[src/rtl/fac_pkg.sv]
// shared types, codes and constants of the frustum box culling block
// no dependencies; imported by every module of the block
`timescale 1ns / 1ps

package fac_pkg;

    // fixed point formats
    localparam int COORD_FRAC_BITS  = 16;
    localparam int NORMAL_FRAC_BITS = 30;

    // store sizes
    localparam int PLANE_COUNT  = 6;
    localparam int NORMAL_COUNT = 18;
    localparam int MATRIX_SIZE  = 16;

    // item kinds carried on tuser
    localparam logic [1:0] OP_WRITE   = 2'd0;
    localparam logic [1:0] OP_REBUILD = 2'd1;
    localparam logic [1:0] OP_TEST    = 2'd2;

    // rejecting plane code when no plane rejects
    localparam logic [2:0] NO_PLANE = 3'd6;

    typedef logic signed [31:0] fac_word_t;

    // item handed from the entry stage to the box pipeline
    typedef struct packed {
        logic [1:0]      op;
        logic            degen;
        fac_word_t [2:0] lo;
        fac_word_t [2:0] hi;
    } fac_item_t;

    // control towards the plane builder
    typedef struct packed {
        logic start;
        logic ack;
    } fac_bld_ctl_t;

    // status from the plane builder
    typedef struct packed {
        logic busy;
        logic done;
        logic any;
    } fac_bld_stat_t;

    // planes 0, 3 and 4 add the row to row 3, the others subtract it
    function automatic logic plane_adds(input logic [2:0] k);
        logic r;
        case (k)
            3'd0, 3'd3, 3'd4: r = 1'b1;
            default:          r = 1'b0;
        endcase
        return r;
    endfunction

endpackage

[src/rtl/fac_plane_builder.sv]
// matrix store, plane stores and the sequential plane extraction engine
// depends on fac_pkg
`timescale 1ns / 1ps

module fac_plane_builder
    import fac_pkg::*;
(
    input  logic          clk,
    input  logic          rst_n,
    input  logic          wr_en,
    input  logic [3:0]    wr_index,
    input  fac_word_t     wr_value,
    input  fac_bld_ctl_t  ctl,
    output fac_bld_stat_t stat,
    output fac_word_t     normals [NORMAL_COUNT],
    output fac_word_t     offsets [PLANE_COUNT],
    output logic [PLANE_COUNT-1:0] marks
);

    typedef enum logic [3:0] {
        B_IDLE, B_LOAD, B_SQ_LD, B_SQ_RUN, B_RT_LD, B_RT_RUN,
        B_DIV_LD, B_DIV_RUN, B_NEXT, B_DONE
    } bstate_t;

    bstate_t state_reg;

    fac_word_t matrix_reg  [MATRIX_SIZE];
    fac_word_t normals_reg [NORMAL_COUNT];
    fac_word_t offsets_reg [PLANE_COUNT];
    logic [PLANE_COUNT-1:0] marks_reg;

    logic [2:0]       plane_reg;
    logic [1:0]       cj_reg;
    logic [5:0]       step_reg;
    logic [3:0][32:0] comp_reg;
    logic [65:0]      sum_reg;
    logic [65:0]      mcand_reg;
    logic [32:0]      mplier_reg;
    logic [67:0]      rad_reg;
    logic [36:0]      rem_reg;
    logic [33:0]      root_reg;
    logic [63:0]      dvd_reg;
    logic [63:0]      quo_reg;
    logic             neg_reg;
    logic             any_reg;

    logic [3:0]  load_addr;
    logic [32:0] load_ext;
    logic [32:0] load_val;
    logic [32:0] mag0;
    logic [36:0] rt_sh;
    logic [36:0] rt_trial;
    logic        rt_take;
    logic [33:0] root_nx;
    logic [34:0] d_sh;
    logic        d_take;
    logic [63:0] qfin;
    logic [31:0] nval;
    logic [31:0] oval;
    logic [4:0]  nidx;

    // element fetch and component build
    always_comb
    begin
        load_addr = step_reg[2] ? {plane_reg[2:1], step_reg[1:0]} : {2'b11, step_reg[1:0]};
        load_ext  = {matrix_reg[load_addr][31], matrix_reg[load_addr]};
        if (!step_reg[2])
            load_val = load_ext;
        else if (plane_adds(plane_reg))
            load_val = comp_reg[0] + load_ext;
        else
            load_val = comp_reg[0] - load_ext;
        mag0 = comp_reg[0][32] ? (33'd0 - comp_reg[0]) : comp_reg[0];
    end

    // one root digit per cycle
    always_comb
    begin
        rt_sh    = {rem_reg[34:0], rad_reg[67:66]};
        rt_trial = {1'b0, root_reg, 2'b01};
        rt_take  = (rt_sh >= rt_trial);
        root_nx  = {root_reg[32:0], rt_take};
    end

    // one quotient bit per cycle, then sign and saturation
    always_comb
    begin
        d_sh   = {rem_reg[33:0], dvd_reg[63]};
        d_take = (d_sh >= {1'b0, root_reg});
        qfin   = {quo_reg[62:0], d_take};
        nval   = neg_reg ? (32'd0 - qfin[31:0]) : qfin[31:0];
        if (neg_reg)
            oval = (qfin > 64'h8000_0000) ? 32'h8000_0000 : (32'd0 - qfin[31:0]);
        else
            oval = (qfin > 64'h7FFF_FFFF) ? 32'h7FFF_FFFF : qfin[31:0];
        nidx = 5'(plane_reg) * 5'd3 + 5'(cj_reg);
    end

    // sequencer, stores and working registers
    always_ff @(posedge clk or negedge rst_n)
    begin
        if (!rst_n)
        begin
            state_reg  <= B_IDLE;
            plane_reg  <= '0;
            cj_reg     <= '0;
            step_reg   <= '0;
            comp_reg   <= '0;
            sum_reg    <= '0;
            mcand_reg  <= '0;
            mplier_reg <= '0;
            rad_reg    <= '0;
            rem_reg    <= '0;
            root_reg   <= '0;
            dvd_reg    <= '0;
            quo_reg    <= '0;
            neg_reg    <= 1'b0;
            any_reg    <= 1'b0;
            marks_reg  <= '0;
            for (int i = 0; i < MATRIX_SIZE; i++)
                matrix_reg[i] <= '0;
            for (int i = 0; i < NORMAL_COUNT; i++)
                normals_reg[i] <= '0;
            for (int i = 0; i < PLANE_COUNT; i++)
                offsets_reg[i] <= '0;
        end
        else
        begin
            if (wr_en)
                matrix_reg[wr_index] <= wr_value;

            unique case (state_reg)
                B_IDLE:
                begin
                    if (ctl.start)
                    begin
                        state_reg <= B_LOAD;
                        plane_reg <= '0;
                        step_reg  <= '0;
                        any_reg   <= 1'b0;
                    end
                end
                B_LOAD:
                begin
                    comp_reg <= {load_val, comp_reg[3:1]};
                    sum_reg  <= '0;
                    if (step_reg == 6'd7)
                    begin
                        state_reg <= B_SQ_LD;
                        cj_reg    <= '0;
                    end
                    step_reg <= step_reg + 6'd1;
                end
                B_SQ_LD:
                begin
                    mcand_reg  <= 66'(mag0);
                    mplier_reg <= mag0;
                    comp_reg   <= {comp_reg[0], comp_reg[3:1]};
                    step_reg   <= '0;
                    state_reg  <= B_SQ_RUN;
                end
                B_SQ_RUN:
                begin
                    if (mplier_reg[0])
                        sum_reg <= sum_reg + mcand_reg;
                    mcand_reg  <= {mcand_reg[64:0], 1'b0};
                    mplier_reg <= {1'b0, mplier_reg[32:1]};
                    step_reg   <= step_reg + 6'd1;
                    if (step_reg == 6'd32)
                    begin
                        if (cj_reg == 2'd2)
                            state_reg <= B_RT_LD;
                        else
                        begin
                            cj_reg    <= cj_reg + 2'd1;
                            state_reg <= B_SQ_LD;
                        end
                    end
                end
                B_RT_LD:
                begin
                    comp_reg  <= {comp_reg[0], comp_reg[3:1]};
                    rad_reg   <= {2'b00, sum_reg};
                    rem_reg   <= '0;
                    root_reg  <= '0;
                    step_reg  <= '0;
                    state_reg <= B_RT_RUN;
                end
                B_RT_RUN:
                begin
                    rem_reg  <= rt_take ? (rt_sh - rt_trial) : rt_sh;
                    root_reg <= root_nx;
                    rad_reg  <= {rad_reg[65:0], 2'b00};
                    step_reg <= step_reg + 6'd1;
                    if (step_reg == 6'd33)
                    begin
                        cj_reg <= '0;
                        if (root_nx == '0)
                        begin
                            // zero length: cleared plane that never rejects
                            for (int j = 0; j < 3; j++)
                                normals_reg[5'(plane_reg) * 5'd3 + 5'(j)] <= '0;
                            offsets_reg[plane_reg] <= '0;
                            marks_reg[plane_reg]   <= 1'b1;
                            any_reg                <= 1'b1;
                            state_reg              <= B_NEXT;
                        end
                        else
                            state_reg <= B_DIV_LD;
                    end
                end
                B_DIV_LD:
                begin
                    if (cj_reg == 2'd3)
                        dvd_reg <= 64'(mag0) << COORD_FRAC_BITS;
                    else
                        dvd_reg <= 64'(mag0) << NORMAL_FRAC_BITS;
                    neg_reg   <= comp_reg[0][32];
                    comp_reg  <= {comp_reg[0], comp_reg[3:1]};
                    rem_reg   <= '0;
                    quo_reg   <= '0;
                    step_reg  <= '0;
                    state_reg <= B_DIV_RUN;
                end
                B_DIV_RUN:
                begin
                    rem_reg  <= 37'(d_take ? (d_sh - {1'b0, root_reg}) : d_sh);
                    quo_reg  <= qfin;
                    dvd_reg  <= {dvd_reg[62:0], 1'b0};
                    step_reg <= step_reg + 6'd1;
                    if (step_reg == 6'd63)
                    begin
                        if (cj_reg == 2'd3)
                        begin
                            offsets_reg[plane_reg] <= oval;
                            marks_reg[plane_reg]   <= 1'b0;
                            state_reg              <= B_NEXT;
                        end
                        else
                        begin
                            normals_reg[nidx] <= nval;
                            cj_reg            <= cj_reg + 2'd1;
                            state_reg         <= B_DIV_LD;
                        end
                    end
                end
                B_NEXT:
                begin
                    step_reg <= '0;
                    if (plane_reg == 3'(PLANE_COUNT - 1))
                        state_reg <= B_DONE;
                    else
                    begin
                        plane_reg <= plane_reg + 3'd1;
                        state_reg <= B_LOAD;
                    end
                end
                B_DONE:
                begin
                    if (ctl.ack)
                        state_reg <= B_IDLE;
                end
                default:
                    state_reg <= B_IDLE;
            endcase
        end
    end

    // status and store outputs
    assign stat.busy = (state_reg != B_IDLE) && (state_reg != B_DONE);
    assign stat.done = (state_reg == B_DONE);
    assign stat.any  = any_reg;
    assign normals   = normals_reg;
    assign offsets   = offsets_reg;
    assign marks     = marks_reg;

endmodule

[config.mk]
export PLATFORM = sky130hd
export DESIGN_NAME = fac_plane_builder
export DESIGN_NICKNAME = d
export VERILOG_FILES = /design/src/rtl/fac_pkg.sv /design/src/rtl/fac_plane_builder.sv
export SDC_FILE = /design/constraint.sdc
export NUM_CORES = 2
export LEC_CHECK = 0
export BUFFER_PORTS_ARGS = -buffer_cell sky130_fd_sc_hd__buf_2
export CAP_MARGIN = 40
export CORE_MARGIN = 3
export CORE_UTILIZATION = 45
export CTS_BUF_LIST = sky130_fd_sc_hd__clkbuf_16
export CTS_CLUSTER_SIZE = 12
export DETAILED_ROUTE_END_ITERATION = 10
export SLEW_MARGIN = 5
export SYNTH_ARGS = -nofsm -noshare
export SYNTH_HDL_FRONTEND = slang
export SYNTH_SLANG_ARGS = --single-unit
export TNS_END_PERCENT = 100
[constraint.sdc]
create_clock -name clk -period 6.1 [get_ports clk]
set_input_delay 0.915 -clock clk [delete_from_list [all_inputs] [get_ports clk]]
set_output_delay 0.915 -clock clk [all_outputs]
set_load 0.02 [all_outputs]
# Word-level counts from Yosys, hierarchy flattened
# Index checks and enable logic that the tools add are counted.
# op_classes
bitwise_logic	18
reduce_logical	36
addsub	13
magnitude_cmp	19
n_mux	85
n_eq_ne	31
mul	1
# ops
operator	count
576-bit two-way mux	4
576-bit AND	3
576-bit inverter	3
576-bit one-hot mux with 2 select lines	1
192-bit two-way mux	4
32-bit demux with 5-bit select	4
576-bit bitwise mux	1
512-bit bitwise mux	1
32-bit two-way mux	12
192-bit one-hot mux with 2 select lines	1
132-bit one-hot mux with 2 select lines	1
66-bit one-hot mux with 2 select lines	2
192-bit AND	1
192-bit bitwise mux	1
192-bit inverter	1
68-bit one-hot mux with 2 select lines	1
32-bit binary-select mux with 4-bit select	1
32-bit demux with 4-bit select	1
64-bit one-hot mux with 2 select lines	1
63-bit one-hot mux with 2 select lines	1
35-bit one-hot mux with 3 select lines	1
33-bit two-way mux	3
32-bit demux with 3-bit select	1
35-bit two-way mux	2
75 further kinds	151
# totals
inputBits	41
wordCells	262
out_inout_bits	777
ff_bits	1864

# Longest topological paths before layout
# logic_depth
depth_word	13
ltp_mapped	28
depth_no_buf	23

# Worst setup path after synthesis
# Ideal clock, no wire load.
# synth_timing
path_type	register to register
from	register plane_reg[1]
to	register comp_reg[130] (netlist bit)
stages_incl_launch_ff	26
path_slack_ns	0.636
required_time_ns	5.996
arrival_time_ns	5.360
cell_sequence	dfrtp_1 > nand2b_1 > buf_2 > buf_2 > buf_1 > clkbuf_1 > mux4_2 > mux2_2 > a21oi_2 > ha_1 > a21boi_2 > nand2_1 > o31ai_1 > xnor2_1 > ha_1 > nand2_1 > or3_1 > nand4bb_1 > nand3_1 > nand3_1 > a31oi_1 > nand4_1 > nand4b_1 > xor2_1 > nand2_1 > a221oi_1
# synth_between
elab_chain_len	9
elab_cells_between_ends	16
classes_between	add/sub: 2; eq/ne: 2; mux: 9; bitwise: 1; reduce/logical: 2
# synth_rtl
element	line	text
start: declaration	fac_plane_builder.sv:32	logic [2:0] plane_reg;
start signal: assignment	fac_plane_builder.sv:254	plane_reg <= plane_reg + 3'd1;
4-bit two-way mux	fac_plane_builder.sv:65	load_addr = step_reg[2] ? {plane_reg[2:1], step_reg[1:0]} : {2'b11, step_reg[1:0]};
4-bit inverter with 5-bit output (not written as such)	fac_plane_builder.sv:66	load_ext = {matrix_reg[load_addr][31], matrix_reg[load_addr]};
32-bit binary-select mux with 4-bit select	fac_plane_builder.sv:66	
32-bit two-way mux (not written as such) (2 in series)	fac_plane_builder.sv:66	
33-bit subtractor or 33-bit adder (tied branches)	fac_plane_builder.sv:72, fac_plane_builder.sv:70	
33-bit two-way mux	fac_plane_builder.sv:69	else if (plane_adds(plane_reg))
33-bit two-way mux (*)	fac_plane_builder.sv:67	if (!step_reg[2])
132-bit one-hot mux with 2 select lines (*)	fac_plane_builder.sv:132	unique case (state_reg)
end signal: assignment	fac_plane_builder.sv:145	comp_reg <= {load_val, comp_reg[3:1]};
end signal: assignment	fac_plane_builder.sv:158	comp_reg <= {comp_reg[0], comp_reg[3:1]};
end signal: assignment	fac_plane_builder.sv:182	comp_reg <= {comp_reg[0], comp_reg[3:1]};
end: declaration	fac_plane_builder.sv:35	logic [3:0][32:0] comp_reg;
# Every way passes the cells marked *; elsewhere a longest branch is shown, timed or not. The select of a mux whose other input is x is not followed.
# A chain may end at the register's enable or synchronous reset.

# Worst setup path after layout
# layout_timing
from	register step_reg[0]
to	register comp_reg[131] (netlist bit)
# layout_between
elab_chain_len	9
elab_cells_between_ends	10
classes_between	add/sub: 2; mux: 7; bitwise: 1
# layout_rtl
element	line	text
start: declaration	fac_plane_builder.sv:34	logic [5:0] step_reg;
start signal: assignment	fac_plane_builder.sv:152	step_reg <= step_reg + 6'd1;
start signal: assignment	fac_plane_builder.sv:168	step_reg <= step_reg + 6'd1;
start signal: assignment	fac_plane_builder.sv:194	step_reg <= step_reg + 6'd1;
4-bit two-way mux (*)	fac_plane_builder.sv:65	
4-bit inverter with 5-bit output (not written as such) (*)	fac_plane_builder.sv:66	
32-bit binary-select mux with 4-bit select (*)	fac_plane_builder.sv:66	
32-bit two-way mux (not written as such) (*) (2 in series)	fac_plane_builder.sv:66	
33-bit subtractor or 33-bit adder (tied branches)	fac_plane_builder.sv:72, fac_plane_builder.sv:70	
33-bit two-way mux	fac_plane_builder.sv:69	
33-bit two-way mux (*)	fac_plane_builder.sv:67	
132-bit one-hot mux with 2 select lines (*)	fac_plane_builder.sv:132	
# Marks and branches as above.

==> results.cfg <==
[status]
status = complete, no violations

[yosys]
mapped_avg_cell_area_um2 = 10.7
yosys.cell_types.count = 91
syn-cell-area_um2 = 86500
postSynthRegisterBits = 1848
synth-seq-area-share_pct = 53.5
synth-async-reset-ratio_pct = 100
synth_nets = 8333
synth-main-ff-cell = dfrtp_1
synth_cells = 8098
synth_enable_flop_cells = 0
synthesis.yosys.warnings = 0

[detailed_routing]
ant_nets = 0
detail_route.first_pass.iterations = 7
total_wire_length_after_detailed_routing_um = 301000
route.vias.total = 68670
routedWlPerCell_um = 26.2
drc_errors = 0
drt_iter0_drc = 6394
route.detailed.vias_per_inst = 5.97

[die]
initial_core_util_pct = 45.4
design.portCount = 818
die-area_um2 = 197000
die_height_um = 444
die_w_um = 444
fp-row-count = 160
core_area_um2 = 191000

[placed_design]
numPortBuffers = 817
gp_routability_congestion = 0.922
detailedPlace.worstSlack_ns = 0.307
detailed_place_hpwl_um = 213000

[final_layout]
layout-area-overhead-vs-synth_pct = 16.4
final_common_cell = dfrtp_1
sequential_cell_area_um2 = 46300
largest_register_ffs = 576
post_route_cells_drive_above_1_share_pct = 23.4
final_util_pct = 52.8
finish.net_count = 9054
multi_input_gate_area_um2 = 38100
most_frequent_cells_in_the_layout = dfrtp_1 (1843), nand2_1 (1356), o21ai_0 (984)
filler_cell_count = 16964

[global_routing]
grt_util_all_layers_pct = 29.7
first_pass_grt_wire_length_um = 447000
grt_start_max_net_pins = 181
grt_overflow_total = 0
antenna_found_initial = 28
vias_in_the_first_global_route = 66820

[worst_setup_path]
reg2reg_setup_slack_ns = 0.49
worst_r2r_path_depth = 19
timing.critical_path.arrival_ns = 6.31
cp-start-kind = flop
critical_path.reg2reg.startpoint = step_reg[0]
worst_r2r_endpoint = comp_reg[131]
worstSetupEndpointType = flop
crit_type = reg -> reg
crit_required_ns = 6.80
cp_max_fo = 15

[sta]
worst_slack_ns = 0.486
relSlewSlack_pct = 18.8
max_clock_freq_mhz = 178
final-max-slew-violation-count = 0
setup-violations-final = 0
post-route-period-util_pct = 92.0
final.setup_skew_ns = 0.0635
max_slew.worst_pin.slew_ns = 1.22
unrepaired_setup_endpoints_after_global_routing = no
fin_setup_tns_ns = 0
report.final.hold_viol_count = 0
period_minus_slack_ns = 5.61

[pwr]
power.density_nw_per_um2 = 483
vdd_ir_drop_max_v = 0.000674
leakage_power_nw = 48.2
power_total_mw = 48.6

[clocking]
clkTransAtPathRegs_ns = 0.06
clock_sink_count = 1848
tritoncts_buffer_count = 197
hold_buffers = 0
clk-insertion-delay-late_ns = 0.86
cts_post_setup_buffers_inserted = 0
cts_tree = built
htree_levels = 4
post_cts.resized_instances = 0
cts-root-buf = clkbuf_16
ctsLongestPathBuffers = 3

[job]
max_cap_violations = 0

[worst_hold_path]
hold_class = in -> async
-- report_power, final --
group / internal, mW / switching (mW)
Sequential: 14.2 / 1.50
Combinational: 7.80 / 13.5
Clock: 6.47 / 5.11
Total: 28.5 / 20.2
-- cell families after synthesis --
| family | synth area share, % |
|---|---|
| adder cells (fa/ha/maj) | 2.85 |
| AO/OA/AOI/OAI | 15.6 |
| XOR/XNOR | 2.46 |
| flip-flops | 53.5 |
| multiplexers | 11.6 |
| buffers and inverters | 2.93 |
| AND/OR/NAND/NOR | 11.1 |
-- Yosys cell counts (34+ instances only) --
| library cell | n | area [um^2] |
|---|---|---|
| nor4_1 | 34 | 213 |
| buf_1 | 51 | 191 |
| nand2_1 | 1367 | 5130 |
| a22oi_1 | 35 | 263 |
| a221oi_1 | 49 | 429 |
| mux2i_1 | 114 | 1140 |
| o22ai_1 | 43 | 269 |
| xor2_1 | 103 | 902 |
| nor3_1 | 51 | 255 |
| nor2b_1 | 54 | 338 |
| a21oi_1 | 293 | 1470 |
| clkbuf_1 | 474 | 1780 |
| xnor2_1 | 140 | 1230 |
| ha_1 | 189 | 2360 |
| o31ai_1 | 62 | 465 |
| nand3_1 | 159 | 796 |
| a22o_1 | 278 | 2430 |
| a31oi_1 | 38 | 238 |
| a21o_1 | 114 | 856 |
| o21ai_0 | 984 | 4920 |
| inv_1 | 91 | 342 |
| nand2b_1 | 37 | 231 |
| o21a_1 | 36 | 270 |
| mux2_2 | 535 | 6020 |
| mux4_2 | 126 | 2840 |
| and3_1 | 34 | 213 |
| dfrtp_1 | 1848 | 46200 |
| nor2_1 | 334 | 1250 |
| o211ai_1 | 40 | 300 |
| nand4_1 | 41 | 257 |
-- cell type report --
class | instances | area share (%)
clock inverters | 149 | 1.11
inverters | 94 | 0.352
repair buffers | 1078 | 6.56
diodes | 14 | 0.0348
multi-input cells | 5600 | 37.9
clock buffers | 200 | 4.97
well taps | 2511 | 3.12
flip-flops and latches | 1848 | 46.0
-- worst max-delay path by stage --
stage	start	depth (start not counted)	endpoint
5_1_grt	plane_reg[1]	23	comp_reg[130]
6_report	step_reg[0]	19	comp_reg[131]
4_1_cts	step_reg[0]	21	comp_reg[130]
3_3_place_gp	step_reg[0]	18	comp_reg[131]
2_1_floorplan	plane_reg[1]	25	comp_reg[130]
3_5_place_dp	step_reg[0]	21	comp_reg[130]
-- stage by stage --
step	cell area (um^2)	hold slack, ns	instances
floorplan	86500	0.439	8098
global placement	93800	0.449	11093
detailed placement	94400	0.454	11122
CTS	100000	0.0312	11471
global route	101000	0.0291	11485
finish	101000	0.0362	11494
-- metal layers --
layer,global-route usage [%],routed length (um),up-vias
li1,-,-,30380
met1,40.3,126000,35014
met5,0,55,-
met3,6.40,22800,613
met4,11.9,13900,8
met2,46.7,138000,2655
-- worst max-delay path, cell delays in order, from the launching register on --
cell and delay (ns):
dfrtp_4 0.41, buf_12 0.18, buf_4 0.14, buf_8 0.16
mux4_2 0.51, a22o_1 0.27, a221o_1 0.39, nor3_1 0.25
or4b_1 0.57, and4bb_2 0.40, nor2_1 0.06, xor2_1 0.17
ha_1 0.37, and3_1 0.18, or3b_2 0.48, a31oi_1 0.28
a31oi_1 0.16, a21oi_1 0.19, xnor2_1 0.14, o221ai_1 0.14
No activity file was read; power rests on OpenSTA's default activity.
